===== src/hdl/spf_pkg.sv =====
`timescale 1ns / 1ps
`default_nettype none

package spf_pkg;

  // Width of the value to factor and of the resulting sum.
  localparam int VALUE_WIDTH = 32;
  // The trial divisor never passes floor(sqrt(2**VALUE_WIDTH)) + 1.
  localparam int DIV_WIDTH = (VALUE_WIDTH + 1) / 2 + 1;
  // Step counter of the divider, counts 0 .. VALUE_WIDTH-1.
  localparam int COUNT_WIDTH = $clog2(VALUE_WIDTH + 1);
  // Stream data width, rounded up to whole bytes.
  localparam int TDATA_WIDTH = ((VALUE_WIDTH + 7) / 8) * 8;

  typedef logic [VALUE_WIDTH-1:0] value_t;
  typedef logic [DIV_WIDTH-1:0] divisor_t;

  typedef struct packed {
    logic     start;
    value_t   dividend;
    divisor_t divisor;
  } div_req_t;

  typedef struct packed {
    logic     done;
    value_t   quotient;
    divisor_t remainder;
  } div_rsp_t;

endpackage

`default_nettype wire


===== src/hdl/sum_of_prime_factors_unit.sv =====
// Sum of prime factors with multiplicity, found by trial division.
// Inputs 0 and 1 skip the divider and go straight to the output register;
// any other input runs one trial division after another, all on the one
// shared divider. One request at a time: the next is taken once the result
// moves to the output register. Synchronous active-high reset empties all
// stages.
`timescale 1ns / 1ps
`default_nettype none

module sum_of_prime_factors_unit (
  input  wire logic                            clk,
  input  wire logic                            rst,
  input  wire logic                            s_tvalid,
  output logic                                 s_tready,
  // s_tdata fields from bit 0 up: value, then zero padding.
  input  wire logic [spf_pkg::TDATA_WIDTH-1:0] s_tdata,
  output logic                                 m_tvalid,
  input  wire logic                            m_tready,
  // m_tdata fields from bit 0 up: factor_sum, then zero padding.
  output logic [spf_pkg::TDATA_WIDTH-1:0]      m_tdata
);

  spf_pkg::div_req_t div_req;
  spf_pkg::div_rsp_t div_rsp;

  logic              res_valid;
  logic              res_ready;
  spf_pkg::value_t   res_sum;
  spf_pkg::value_t   out_sum;

  // The output register takes a finished sum whenever it is empty or being
  // drained, so the sequencer can start the next request while a result
  // still waits on the master side.
  assign res_ready = !m_tvalid || m_tready;

  spf_ctrl u_ctrl (
    .clk       (clk),
    .rst       (rst),
    .in_valid  (s_tvalid),
    .in_value  (s_tdata[spf_pkg::VALUE_WIDTH-1:0]),
    .in_ready  (s_tready),
    .res_valid (res_valid),
    .res_sum   (res_sum),
    .res_ready (res_ready),
    .div_req   (div_req),
    .div_rsp   (div_rsp)
  );

  // The one arithmetic unit: it yields quotient and remainder of the
  // remaining cofactor by the current candidate divisor.
  spf_divider u_divider (
    .clk (clk),
    .rst (rst),
    .req (div_req),
    .rsp (div_rsp)
  );

  always_ff @(posedge clk) begin
    if (rst) begin
      m_tvalid <= 1'b0;
    end else if (res_ready) begin
      m_tvalid <= res_valid;
      if (res_valid) begin
        out_sum <= res_sum;
      end
    end
  end

  assign m_tdata = spf_pkg::TDATA_WIDTH'(out_sum);

endmodule

`default_nettype wire


===== src/hdl/spf_divider.sv =====
`timescale 1ns / 1ps
`default_nettype none

// Restoring radix-2 divider, one quotient bit per cycle.
module spf_divider (
  input  wire logic              clk,
  input  wire logic              rst,
  input  wire spf_pkg::div_req_t req,
  output spf_pkg::div_rsp_t      rsp
);

  logic                            running;
  logic                            done;
  logic [spf_pkg::COUNT_WIDTH-1:0] count;
  spf_pkg::value_t                 quo;
  spf_pkg::divisor_t               part;
  spf_pkg::divisor_t               div;

  logic [spf_pkg::DIV_WIDTH:0]     trial;
  logic [spf_pkg::DIV_WIDTH:0]     diff;
  logic                            fits;
  spf_pkg::divisor_t               part_next;

  always_comb begin
    trial = {part, quo[spf_pkg::VALUE_WIDTH-1]};
    fits  = (trial >= {1'b0, div});
    diff  = trial - {1'b0, div};
    if (fits) begin
      part_next = diff[spf_pkg::DIV_WIDTH-1:0];
    end else begin
      part_next = trial[spf_pkg::DIV_WIDTH-1:0];
    end
  end

  always_ff @(posedge clk) begin
    if (rst) begin
      running <= 1'b0;
      done    <= 1'b0;
      count   <= '0;
    end else begin
      done <= 1'b0;
      if (req.start && !running) begin
        running <= 1'b1;
        count   <= '0;
        quo     <= req.dividend;
        part    <= '0;
        div     <= req.divisor;
      end else if (running) begin
        quo  <= {quo[spf_pkg::VALUE_WIDTH-2:0], fits};
        part <= part_next;
        if (count == spf_pkg::COUNT_WIDTH'(spf_pkg::VALUE_WIDTH - 1)) begin
          running <= 1'b0;
          done    <= 1'b1;
        end else begin
          count <= count + 1'b1;
        end
      end
    end
  end

  assign rsp.done      = done;
  assign rsp.quotient  = quo;
  assign rsp.remainder = part;

endmodule

`default_nettype wire


===== src/hdl/spf_ctrl.sv =====
`timescale 1ns / 1ps
`default_nettype none

// Trial-division sequencer around the shared divider.
module spf_ctrl (
  input  wire logic              clk,
  input  wire logic              rst,
  input  wire logic              in_valid,
  input  wire spf_pkg::value_t   in_value,
  output logic                   in_ready,
  output logic                   res_valid,
  output spf_pkg::value_t        res_sum,
  input  wire logic              res_ready,
  output spf_pkg::div_req_t      div_req,
  input  wire spf_pkg::div_rsp_t div_rsp
);

  typedef enum logic [1:0] {
    S_IDLE,
    S_WAIT,
    S_DONE
  } state_t;

  state_t            state;
  logic              start;
  spf_pkg::value_t   remaining;
  spf_pkg::divisor_t trial_divisor;
  spf_pkg::value_t   running_sum;

  logic              below_root;

  // The search ends once the quotient drops below the divisor (d*d > rem).
  assign below_root = (div_rsp.quotient <
                       spf_pkg::VALUE_WIDTH'(trial_divisor));

  always_ff @(posedge clk) begin
    if (rst) begin
      state         <= S_IDLE;
      start         <= 1'b0;
      remaining     <= '0;
      trial_divisor <= '0;
      running_sum   <= '0;
    end else begin
      start <= 1'b0;
      unique case (state)
        S_IDLE: begin
          if (in_valid) begin
            remaining     <= in_value;
            trial_divisor <= spf_pkg::DIV_WIDTH'(2);
            running_sum   <= '0;
            if (in_value >= spf_pkg::VALUE_WIDTH'(2)) begin
              start <= 1'b1;
              state <= S_WAIT;
            end else begin
              state <= S_DONE;
            end
          end
        end
        S_WAIT: begin
          if (div_rsp.done) begin
            if (below_root) begin
              if (remaining > spf_pkg::VALUE_WIDTH'(1)) begin
                running_sum <= running_sum + remaining;
              end
              state <= S_DONE;
            end else if (div_rsp.remainder == '0) begin
              remaining   <= div_rsp.quotient;
              running_sum <= running_sum + spf_pkg::VALUE_WIDTH'(trial_divisor);
              start       <= 1'b1;
            end else begin
              trial_divisor <= trial_divisor + 1'b1;
              start         <= 1'b1;
            end
          end
        end
        S_DONE: begin
          if (res_ready) begin
            state <= S_IDLE;
          end
        end
        default: begin
          state <= S_IDLE;
        end
      endcase
    end
  end

  assign in_ready  = (state == S_IDLE);
  assign res_valid = (state == S_DONE);
  assign res_sum   = running_sum;

  assign div_req.start    = start;
  assign div_req.dividend = remaining;
  assign div_req.divisor  = trial_divisor;

endmodule

`default_nettype wire


===== config.mk =====
export PLATFORM = sky130hd
export DESIGN_NAME = sum_of_prime_factors_unit
export DESIGN_NICKNAME = d
export VERILOG_FILES = /design/src/hdl/spf_pkg.sv /design/src/hdl/sum_of_prime_factors_unit.sv /design/src/hdl/spf_divider.sv /design/src/hdl/spf_ctrl.sv
export SDC_FILE = /design/constraint.sdc
export NUM_CORES = 1
export LEC_CHECK = 0
export BUFFER_PORTS_ARGS = -buffer_cell sky130_fd_sc_hd__buf_4
export CORE_MARGIN = 1.5
export CORE_UTILIZATION = 40
export CTS_CLUSTER_DIAMETER = 100
export DETAILED_ROUTE_END_ITERATION = 7
export GPL_ROUTABILITY_DRIVEN = 1
export GPL_TIMING_DRIVEN = 0
export SLEW_MARGIN = 5
export SYNTH_ARGS = -nofsm -noshare
export SYNTH_HDL_FRONTEND = slang
export SYNTH_HIERARCHICAL = 1
export SYNTH_SLANG_ARGS = --single-unit

===== constraint.sdc =====
create_clock -name clk -period 5.9 [get_ports clk]
set_input_delay 0 -clock clk [delete_from_list [all_inputs] [get_ports clk]]
set_output_delay 0 -clock clk [all_outputs]
set_load 0.02 [all_outputs]

== Word-level counts from Yosys, hierarchy flattened ==
Cells that the tools add are included.

* Output and inout bits: 34
* Register bits: 191
* Input bits: 36
* Logic and storage cells: 90

* Add/sub/neg operators: 5
* Equality and inequality tests: 12
* Reduce and logical (&&, ||, !) cells: 18
* $lt $le $gt $ge: 4
* Muxes and demuxes: 35
* Bitwise gates (word level): 3

{| class="wikitable"
|+ Operator list
! operator !! number
|-
| 2-to-1 mux 32 bit || 11
|-
| one-hot mux 32 bit (2 select lines) || 2
|-
| 2-to-1 mux 17 bit || 6
|-
| one-hot mux 17 bit (2 select lines) || 1
|-
| adder 32 x 17 -> 32 bit || 1
|-
| adder 32 bit || 1
|-
| >= comparator 32 x 2 -> 1 bit, second input constant || 1
|-
| greater-than comparator 32 x 1 -> 1 bit, second input constant || 1
|-
| less-than comparator 32 x 17 -> 1 bit || 1
|-
| >= comparator 18 x 17 -> 1 bit || 1
|-
| adder 17 x 1 -> 17 bit, second input constant || 1
|-
| logical NOT 17 bit || 1
|-
| subtractor 17 bit || 1
|-
| AND reduction 5 bit || 3
|-
| 2-to-1 mux 2 bit || 5
|-
| 2-to-1 mux 1 bit || 8
|-
| inequality test 2 x 1 -> 1 bit, second input constant || 4
|-
| adder 6 x 1 -> 6 bit, second input constant || 1
|-
| equality test 6 x 5 -> 1 bit, second input constant || 1
|-
| inequality test 2 bit, second input constant || 3
|-
| one-hot mux 2 bit (3 select lines) || 1
|-
| AND reduction 2 bit || 3
|-
| AND reduction 4 bit || 1
|-
| nonzero test 2 bit || 2
|-
| 13 further kinds || 16
|}

== Logic depth before layout (Yosys ltp) ==
Gate-level depths: netlist of run 1.

* Word-level depth: 5
* Depth in mapped cells: 20
* Depth with buffers taken out: 20

== By module ==
The synthesis of run 1 kept the hierarchy.

{| class="wikitable"
|+ By module, submodules not included
! module !! area an instance (sq um) !! sequential area each (sq um) !! instances !! cells each
|-
| spf_ctrl || 6257.3 || 1681.6 || 1 || 819
|-
| spf_divider || 3997.6 || 2142.1 || 1 || 404
|-
| sum_of_prime_factors_unit || 1016.0 || 980.9 || 1 || 37
|}

== Worst setup path before layout of run 1 ==
OpenSTA, ideal clock, no wires.

* Path type: reg2reg
* Start point: reg u_ctrl.trial_divisor[9]
* End point: reg u_ctrl.running_sum[31] (netlist: u_ctrl/res_sum[31])
* Required time: 5.767 ns
* Period minus slack after synthesis: 4.326 ns
* Cell stages (with the launch flop): 20
* Path slack: 1.574 ns
* Arrival: 4.194 ns
* Setup time: 0.133 ns
* Cells stage by stage: dfxtp_1 inv_1 ha_1 a21o_1 a21o_1 a21oi_1 o21ai_0 nor2_2 clkbuf_1 nand2_1 o21ai_0 ha_1 a211o_1 a211oi_2 o21a_2 o221ai_2 a2111o_1 a311o_1 o311ai_1 a31oi_1

* Cells in the longest elaborated chain, start to end: 5

{| class="wikitable"
|+ RTL lines
! element !! RTL line !! source
|-
| start, declared || spf_ctrl.sv:27 || <nowiki>spf_pkg::divisor_t trial_divisor;</nowiki>
|-
| start signal, assigned || spf_ctrl.sv:49 || <nowiki>trial_divisor <= spf_pkg::DIV_WIDTH'(2);</nowiki>
|-
| start signal, assigned || spf_ctrl.sv:71 || <nowiki>trial_divisor <= trial_divisor + 1'b1;</nowiki>
|-
| adder 32 x 17 -> 32 bit || spf_ctrl.sv:68 || <nowiki>running_sum <= running_sum + spf_pkg::VALUE_WIDTH'(trial_divisor);</nowiki>
|-
| 2-to-1 mux 32 bit || spf_ctrl.sv:66 || <nowiki>end else if (div_rsp.remainder == '0) begin</nowiki>
|-
| 2-to-1 mux 32 bit || spf_ctrl.sv:61 || <nowiki>if (below_root) begin</nowiki>
|-
| 2-to-1 mux 32 bit || spf_ctrl.sv:60 || <nowiki>if (div_rsp.done) begin</nowiki>
|-
| one-hot mux 32 bit (2 select lines) || spf_ctrl.sv:45 || <nowiki>unique case (state)</nowiki>
|-
| end signal, assigned || spf_ctrl.sv:63 || <nowiki>running_sum <= running_sum + remaining;</nowiki>
|-
| end signal, assigned || spf_ctrl.sv:68 ||
|-
| end, declared || spf_ctrl.sv:28 || <nowiki>spf_pkg::value_t running_sum;</nowiki>
|}

Parallel ways exist; a longest one is shown, timed or not. The select of a mux whose other input is x is not followed.
A chain may end at the register's enable or synchronous reset.

== Worst setup path after layout of run 1 ==
Ends and elaborated chain as after synthesis.

==> run_results.csv, run 1 <==
group,metric,value,unit
status,status,"completed",
worst_hold_path,whs_path_depth,4,
timing,tightest_slew,1097,ps
clocking,h-tree-depth,4,
critical_path,timing.rr.end,"u_ctrl/res_sum[31]",
timing,setup_viol,0,
floorplan,coreArea,0.02778,sq mm
floorplan,die_y,170.9,um
cells_and_area,layout.nets,1495,
clocking,clk_latency,450,ps
place,pre_cts_slack,491.5,ps
timing,final_max_slew_viol_count,0,
routing,wirelength,33.46,mm
global_routing,grt_max_degree,29,
timing,hold_viol_final,0,
timing,tns,0,ps
synth,synth_commonest_cells,"nand2_1, a21oi_1, edfxtp_1",
floorplan,num_rows,61,
critical_path,crit_arrival,5760,ps
place,numPortBuffers,69,
routing,antenna_left,0,
floorplan,die_x,170.9,um
global_routing,grtUsageTotal,0.2335,
critical_path,cp-start-kind,"flip-flop",
synth,ys.flop_type,"edfxtp_1",
synth,synthesis.area,0.01127,sq mm
cells_and_area,area_delta_synth_final,17.83,%
synth,ys_seq_elements,191,
critical_path,rr_startpoint,"u_ctrl/trial_divisor[9]",
clocking,cts_tree,"built",
timing,rsz0062_at_grt,"no",
synth,yosysTopAreaCellShare,0.2611,
timing,max_clock_freq,183.0,MHz
synth,syn_inst,1260,
synth,syn_nets,1370,
pwr,power_density,247.1,mW/mm^2
floorplan,fp.dieArea,0.02919,sq mm
synth,yosysMostFrequentCell,"nand2_1",
timing,relSlewSlack,0.2617,
flow_run,cap_violations,0,
clocking,cts-root-buf,"clkbuf_16",
critical_path,end_kind,"flip-flop",
timing,clock_skew,13.10,ps
synth,synth-warning-count,6,
worst_hold_path,hold_path_end,"u_ctrl/state[1]",
clocking,numCtsBuffers,17,
pwr,p_total,0.003282,W
clocking,cts_sinks,191,
routing,drc,0,
global_routing,grt_pass1_wl,52.28,mm
pwr,peakVddDrop,0.1676,mV
place,placed_area,0.01231,sq mm
synth,yosysUniqueCellTypes,79,
routing,avgRoutedWirePerCell,18.85,um
routing,via_per_inst,5.692,
clocking,cts_buffer_depth,2,
timing,finalCritPeriodShare,0.9264,
global_routing,gr-total-overflow,0,
critical_path,worstPathMaxFanout,10,
floorplan,io_pins,70,
critical_path,worstPathRequired,6200,ps
clocking,clk_pin_slew,80,ps
pwr,p_leak,5.235,nW
routing,first_pass_iters,8,
routing,vias,10100,
critical_path,criticalPathCategory,"flip-flop to flip-flop",
critical_path,reg2reg_depth,19,
cells_and_area,antennaDiodeCount,0,
synth,netlist_top_cells_area,"edfxtp_1, dfxtp_1, nand2_1",
global_routing,antenna_found_initial,1,
cells_and_area,final_layout_size_suffix_gt1_frac,0.1031,
critical_path,r2r_slack,430,ps
cells_and_area,fin_util,0.4780,
worst_hold_path,worstHoldStart,"m_tready",
floorplan,start_util,0.4057,
timing,setup_slack,434.4,ps
synth,synth_edf_count,98,
timing,finalCriticalPeriod,5466,ps
synth,seq_area_frac_synth,0.4263,
routing,drtIter0Drc,850,
global_routing,grt_pass1_vias,9425,
synth,async_reset_ff_frac,0,
synth,postSynthAreaPerCell,8.945,sq um
place,hpwl,24.79,mm
place,routabilityCongestion,0.8981,
worst_hold_path,hold_class,"input port to flip-flop",
cells_and_area,finish.instance_area,0.01328,sq mm
synth,synth_top_area_cell,"edfxtp_1",
-- metal layers --
| layer | wire [um] | track usage | up-vias |
|---|---|---|---|
| met1 | 15820 | 0.3316 | 4814 |
| met5 | 15 | 0 | - |
| met2 | 14550 | 0.3501 | 344 |
| met3 | 2348 | 0.04603 | 48 |
| li1 | - | - | 4895 |
| met4 | 723 | 0.08658 | 2 |
-- power by group --
| part | leakage [nW] | internal, W | switching [W] | total [W] |
|---|---|---|---|---|
| Combinational | 3.27 | 0.000194 | 0.000335 | 0.000528 |
| Sequential | 1.67 | 0.00147 | 0.0000609 | 0.00153 |
| Clock | 0.300 | 0.000655 | 0.000572 | 0.00123 |
-- how the worst max path moves through the flow --
stage / endpoint / slack [ps] / from
floorplan: u_ctrl/res_sum[31] / 1570 / u_ctrl/trial_divisor[9]
global placement: u_ctrl/res_sum[31] / 540 / u_ctrl/trial_divisor[9]
detailed placement: u_ctrl/res_sum[31] / 490 / u_ctrl/trial_divisor[9]
CTS: u_ctrl/res_sum[31] / 460 / u_ctrl/trial_divisor[9]
global route: u_ctrl/res_sum[20] / 70 / u_ctrl/trial_divisor[9]
finish: u_ctrl/res_sum[31] / 430 / u_ctrl/trial_divisor[9]
-- flip-flops by register name, summed over array words and instances (netlist names) --
signal / cells
u_ctrl/res_sum: 32
u_ctrl/trial_divisor: 17
u_divider/running: 1
u_divider/quo: 32
u_ctrl/remaining: 32
u_ctrl/start: 1
u_ctrl/state: 2
u_divider/count: 6
u_divider/div: 17
u_divider/part: 17
m_tvalid: 1
m_tdata: 32
u_divider/done: 1
-- layout by cell type, fill, tap and decap left out, drive strengths merged, types with 26 or more instances in the layout --
cell type	n
a21o	26
a21oi	120
a311oi	32
buf	89
clkbuf	70
dfxtp	93
dlygate4sd3	35
edfxtp	98
ha	72
inv	64
nand2	244
nand2b	31
nand3	32
nor2	50
o21ai	55
-- through the flow --
stage	hold slack, ps	std cells
final	76.51	1775
after floorplan	69.07	1260
after CTS	59.83	1775
after global placement	295.4	1707
after global routing	86.19	1775
after detailed placement	295.3	1709
-- area by class of cell --
type	instances	area, sq um
Fill cell	2763	14500
Multi-Input combinational cell	944	5988
Sequential cell	191	4805
Clock buffer	18	439.2
Timing Repair Buffer	106	903.4
Inverter	55	206.4
Tap cell	378	473.0
Buffer	70	299.0
Clock inverter	13	166.4
-- worst max-delay path: stages (launching register included) --
cell,delay (ps)
dfxtp_1,420
inv_1,100
ha_1,330
a21o_1,190
a21o_1,170
a21oi_1,290
o21ai_0,310
nor2_4,340
clkbuf_1,400
nand2_1,90
o21ai_0,240
ha_1,360
a211o_1,300
a211oi_2,310
o21a_2,260
o221ai_2,160
a2111o_1,500
a311o_1,340
o311ai_1,90
a31oi_1,120
-- what timing repair did --
item | CTS | global route
resized for setup | 0 | 2
setup endpoints to repair | 0 | 3
setup buffers | 0 | 0
hold buffers | 35 | 0
endpoints found under the hold margin | 39 | 0
-- logic make-up after synthesis --
logic type	count (synthesis)	synth area share
flops	191	0.4263
simple gates	487	0.2083
fa+ha+maj	74	0.08348
buf+inv	125	0.04485
compound gates	337	0.2006
xor+xnor	39	0.03031
mux	7	0.006217
(Power assumes the default switching activity.)
==> run 2, diff against run 1 <==
Settings changed: ABC_AREA from default to 1, GPL_TIMING_DRIVEN 0 to default.
==> run 2 against run 1 <==
Sequential share of layout area is 0.97 points lower. Global-route usage is 2.2 points lower. Die area is 6.3% higher. Fmax is 20% higher. Total power is 1.1% lower. Wire length is 3.6% lower. Clock power is 3% lower. Synthesized area is 6.4% higher. Register-to-register slack better by 920 ps. Non-clock buffer count is 77 lower.
==> run_results.csv, run 2 <==
group,metric,value,unit
synth,async_reset_ff_frac,0,
pwr,p_leak,6.024,nW
global_routing,grt_max_degree,79,
routing,first_pass_iters,5,
place,hpwl,23.51,mm
global_routing,grt_pass1_vias,9946,
synth,synthesis.area,0.01200,sq mm
timing,hold_viol_final,0,
clocking,cts_tree,"built",
synth,yosysTopAreaCellShare,0.2453,
pwr,pwr-share-seq,0.471,
clocking,cts_sinks,191,
routing,dr_wl_met2,15.35,mm
timing,finalCritPeriodShare,0.7702,
synth,syn_inst,1559,
timing,relSlewSlack,0.2909,
routing,drc,0,
routing,wirelength,32.25,mm
clocking,clk_pin_slew,80,ps
routing,antenna_left,0,
worst_hold_path,hold_class,"input port to flip-flop",
floorplan,io_pins,70,
clocking,post-cts-setup-buffer-count,0,
pwr,p_sw_frac,0.2921,
synth,seq_area_frac_synth,0.4005,
floorplan,coreArea,0.02956,sq mm
routing,dr_wl_met3,1.357,mm
cells_and_area,final_layout_size_suffix_gt1_frac,0.1258,
place,numPortBuffers,69,
global_routing,grtUsageTotal,0.2113,
timing,setup_viol,0,
timing,final_max_slew_viol_count,0,
cells_and_area,multi_input_area,0.006240,sq mm
critical_path,timing.rr.end,"u_ctrl/res_sum[30]",
routing,via_per_inst,5.143,
critical_path,reg2reg_depth,24,
pwr,p_comb_frac,0.162,
critical_path,crit_arrival,4910,ps
timing,tns,0,ps
cells_and_area,finish.instance_area,0.01364,sq mm
routing,dr.max_layer_used,"met4",
floorplan,die_x,176.2,um
status,status,"completed",
timing,finalCriticalPeriod,4544,ps
synth,netlist_top_cells_area,"edfxtp_1, dfxtp_1, nand2_1",
clocking,clk_latency,440,ps
worst_hold_path,whs_path_depth,5,
critical_path,rr_startpoint,"u_ctrl/trial_divisor[9]",
cells_and_area,area_delta_synth_final,13.75,%
global_routing,grt_pass1_wl,51.64,mm
pwr,power_density,237.9,mW/mm^2
worst_hold_path,hold_path_end,"u_ctrl/remaining[18]",
worst_hold_path,worstHoldStart,"s_tdata[18]",
synth,synth_edf_count,98,
synth,postSynthAreaPerCell,7.694,sq um
place,routabilityCongestion,0.9058,
flow_run,cap_violations,0,
synth,synth_commonest_cells,"nand2_1, inv_1, nor2_1",
synth,yosysUniqueCellTypes,49,
cells_and_area,fin_util,0.4616,
timing,tightest_slew,1064,ps
critical_path,worstPathRequired,6270,ps
clocking,cts_buffer_depth,2,
cells_and_area,ff_latch_area,0.004805,sq mm
synth,yosysMostFrequentCell,"nand2_1",
routing,drt-met1-wl,15.01,mm
cells_and_area,final_cell_mix,"nand2_1, inv_1, nor2_1, a21oi_1, edfxtp_1",
pwr,internal_power,0.002298,W
pwr,peakVddDrop,0.1710,mV
pwr,clkPwrFrac,0.367,
pwr,p_switching,0.0009479,W
cells_and_area,nFillCells,2894,
clocking,cts-root-buf,"clkbuf_16",
critical_path,end_kind,"flip-flop",
timing,holdWs,8.034,ps
synth,synth_top_area_cell,"edfxtp_1",
place,placed_area,0.01283,sq mm
critical_path,criticalPathCategory,"flip-flop to flip-flop",
cells_and_area,layout.nets,1743,
floorplan,start_util,0.4058,
global_routing,gr-total-overflow,0,
routing,avgRoutedWirePerCell,15.84,um
synth,syn_nets,1669,
timing,clock_skew,15.11,ps
critical_path,cp-start-kind,"flip-flop",
routing,vias,10470,
clocking,h-tree-depth,4,
global_routing,antenna_found_initial,0,
floorplan,num_rows,63,
cells_and_area,final_common_cell,"nand2_1",
synth,ys.flop_type,"edfxtp_1",
synth,ys_seq_elements,191,
floorplan,die_y,176.2,um
critical_path,worstPathMaxFanout,24,
routing,drtIter0Drc,794,
clocking,numCtsBuffers,17,
floorplan,fp.dieArea,0.03104,sq mm
synth,synth-warning-count,6,
timing,max_clock_freq,220.1,MHz
cells_and_area,antennaDiodeCount,0,
timing,rsz0062_at_grt,"no",
critical_path,r2r_slack,1360,ps
run 2: cell types whose count changed after synthesis, sizes merged, moves of 31 or more:
cell / change
clkbuf: -34
nand2: +218
mux2: +31
nor2: +116
nand3: +33
inv: +136
a311oi: -32
nand2b: -31
run 2: metal layers:
metal	up-vias	track usage
met2	287	0.3612
li1	5274	-
met1	4872	0.2811
met3	39	0.02799
met5	-	0
met4	0	0.05342
run 2: how the worst max path moves through the flow:
stage                            startpoint                  to  slack, ps  cells past startpoint
floorplan           u_ctrl/trial_divisor[5]  u_ctrl/res_sum[30]       2270                     27
global placement    u_ctrl/trial_divisor[5]  u_ctrl/res_sum[30]       1520                     26
detailed placement  u_ctrl/trial_divisor[5]  u_ctrl/res_sum[30]       1440                     26
CTS                 u_ctrl/trial_divisor[5]  u_ctrl/res_sum[30]       1400                     26
global route        u_ctrl/trial_divisor[9]  u_ctrl/res_sum[30]        960                     25
finish              u_ctrl/trial_divisor[9]  u_ctrl/res_sum[30]       1360                     24
run 2: layout make-up:
| type | instances | area share |
|---|---|---|
| inverters | 191 | 0.05254 |
| well taps | 390 | 0.03576 |
| clock inverters | 15 | 0.01275 |
| flip-flops and latches | 191 | 0.3521 |
| clock buffers | 17 | 0.03118 |
| repair buffers | 99 | 0.05832 |
| multi-input cells | 1133 | 0.4573 |
run 2: worst max-delay path, cell delays in order, from the launching register on:
cell and delay [ps]:
dfxtp_1 420, inv_1 150, ha_1 330, a21oi_1 140, o21ai_0 90, a21oi_1 140, nand2_1 100, nand2_1 150
nand2_2 360, inv_2 290, o21ai_0 140, ha_1 230, fa_1 440, nand3_1 120, nand3_1 160, nand2_1 100
nand2_1 100, nand3_1 100, nand2_1 90, nand2_1 80, nand2_1 130, a21oi_1 210, xor2_1 190, nand2_2 70
a21oi_2 130
run 2: repair_timing:
action,4_1_cts,5_1_grt
hold buffers,21,0
setup endpoints to repair,0,0
gates resized for setup,0,0
hold endpoints to repair,21,0
run 2: stage by stage:
step	total power, W	instances	setup slack, ps
floorplan	0.001922	1559	2270
detailed placement	0.002069	1983	1443
finish	0.003246	2036	1356
global route	0.003396	2036	957.7
global placement	0.002064	1983	1524
CTS	0.003273	2036	1405
run 2: power by group through the flow:
stage	sequential (W)	clock, W	combinational, W
floorplan	0.00154	0	0.000382
global placement	0.00156	0	0.000506
detailed placement	0.00156	0	0.000511
CTS	0.00153	0.00122	0.000525
global route	0.00154	0.00127	0.000590
finish	0.00153	0.00119	0.000525
run 2: cells by family (layout without fill, tap and decap cells):
family / Yosys count / in the layout / synth area share
buffers and inverters: 235 / 322 / 0.08032
muxes: 31 / 31 / 0.02910
adders and majority gates: 74 / 74 / 0.07844
AOI/OAI and AO/OA: 209 / 209 / 0.1025
DFF: 191 / 191 / 0.4005
and+or+nand+nor: 776 / 776 / 0.2777
xor gates and xnor gates: 43 / 43 / 0.03140
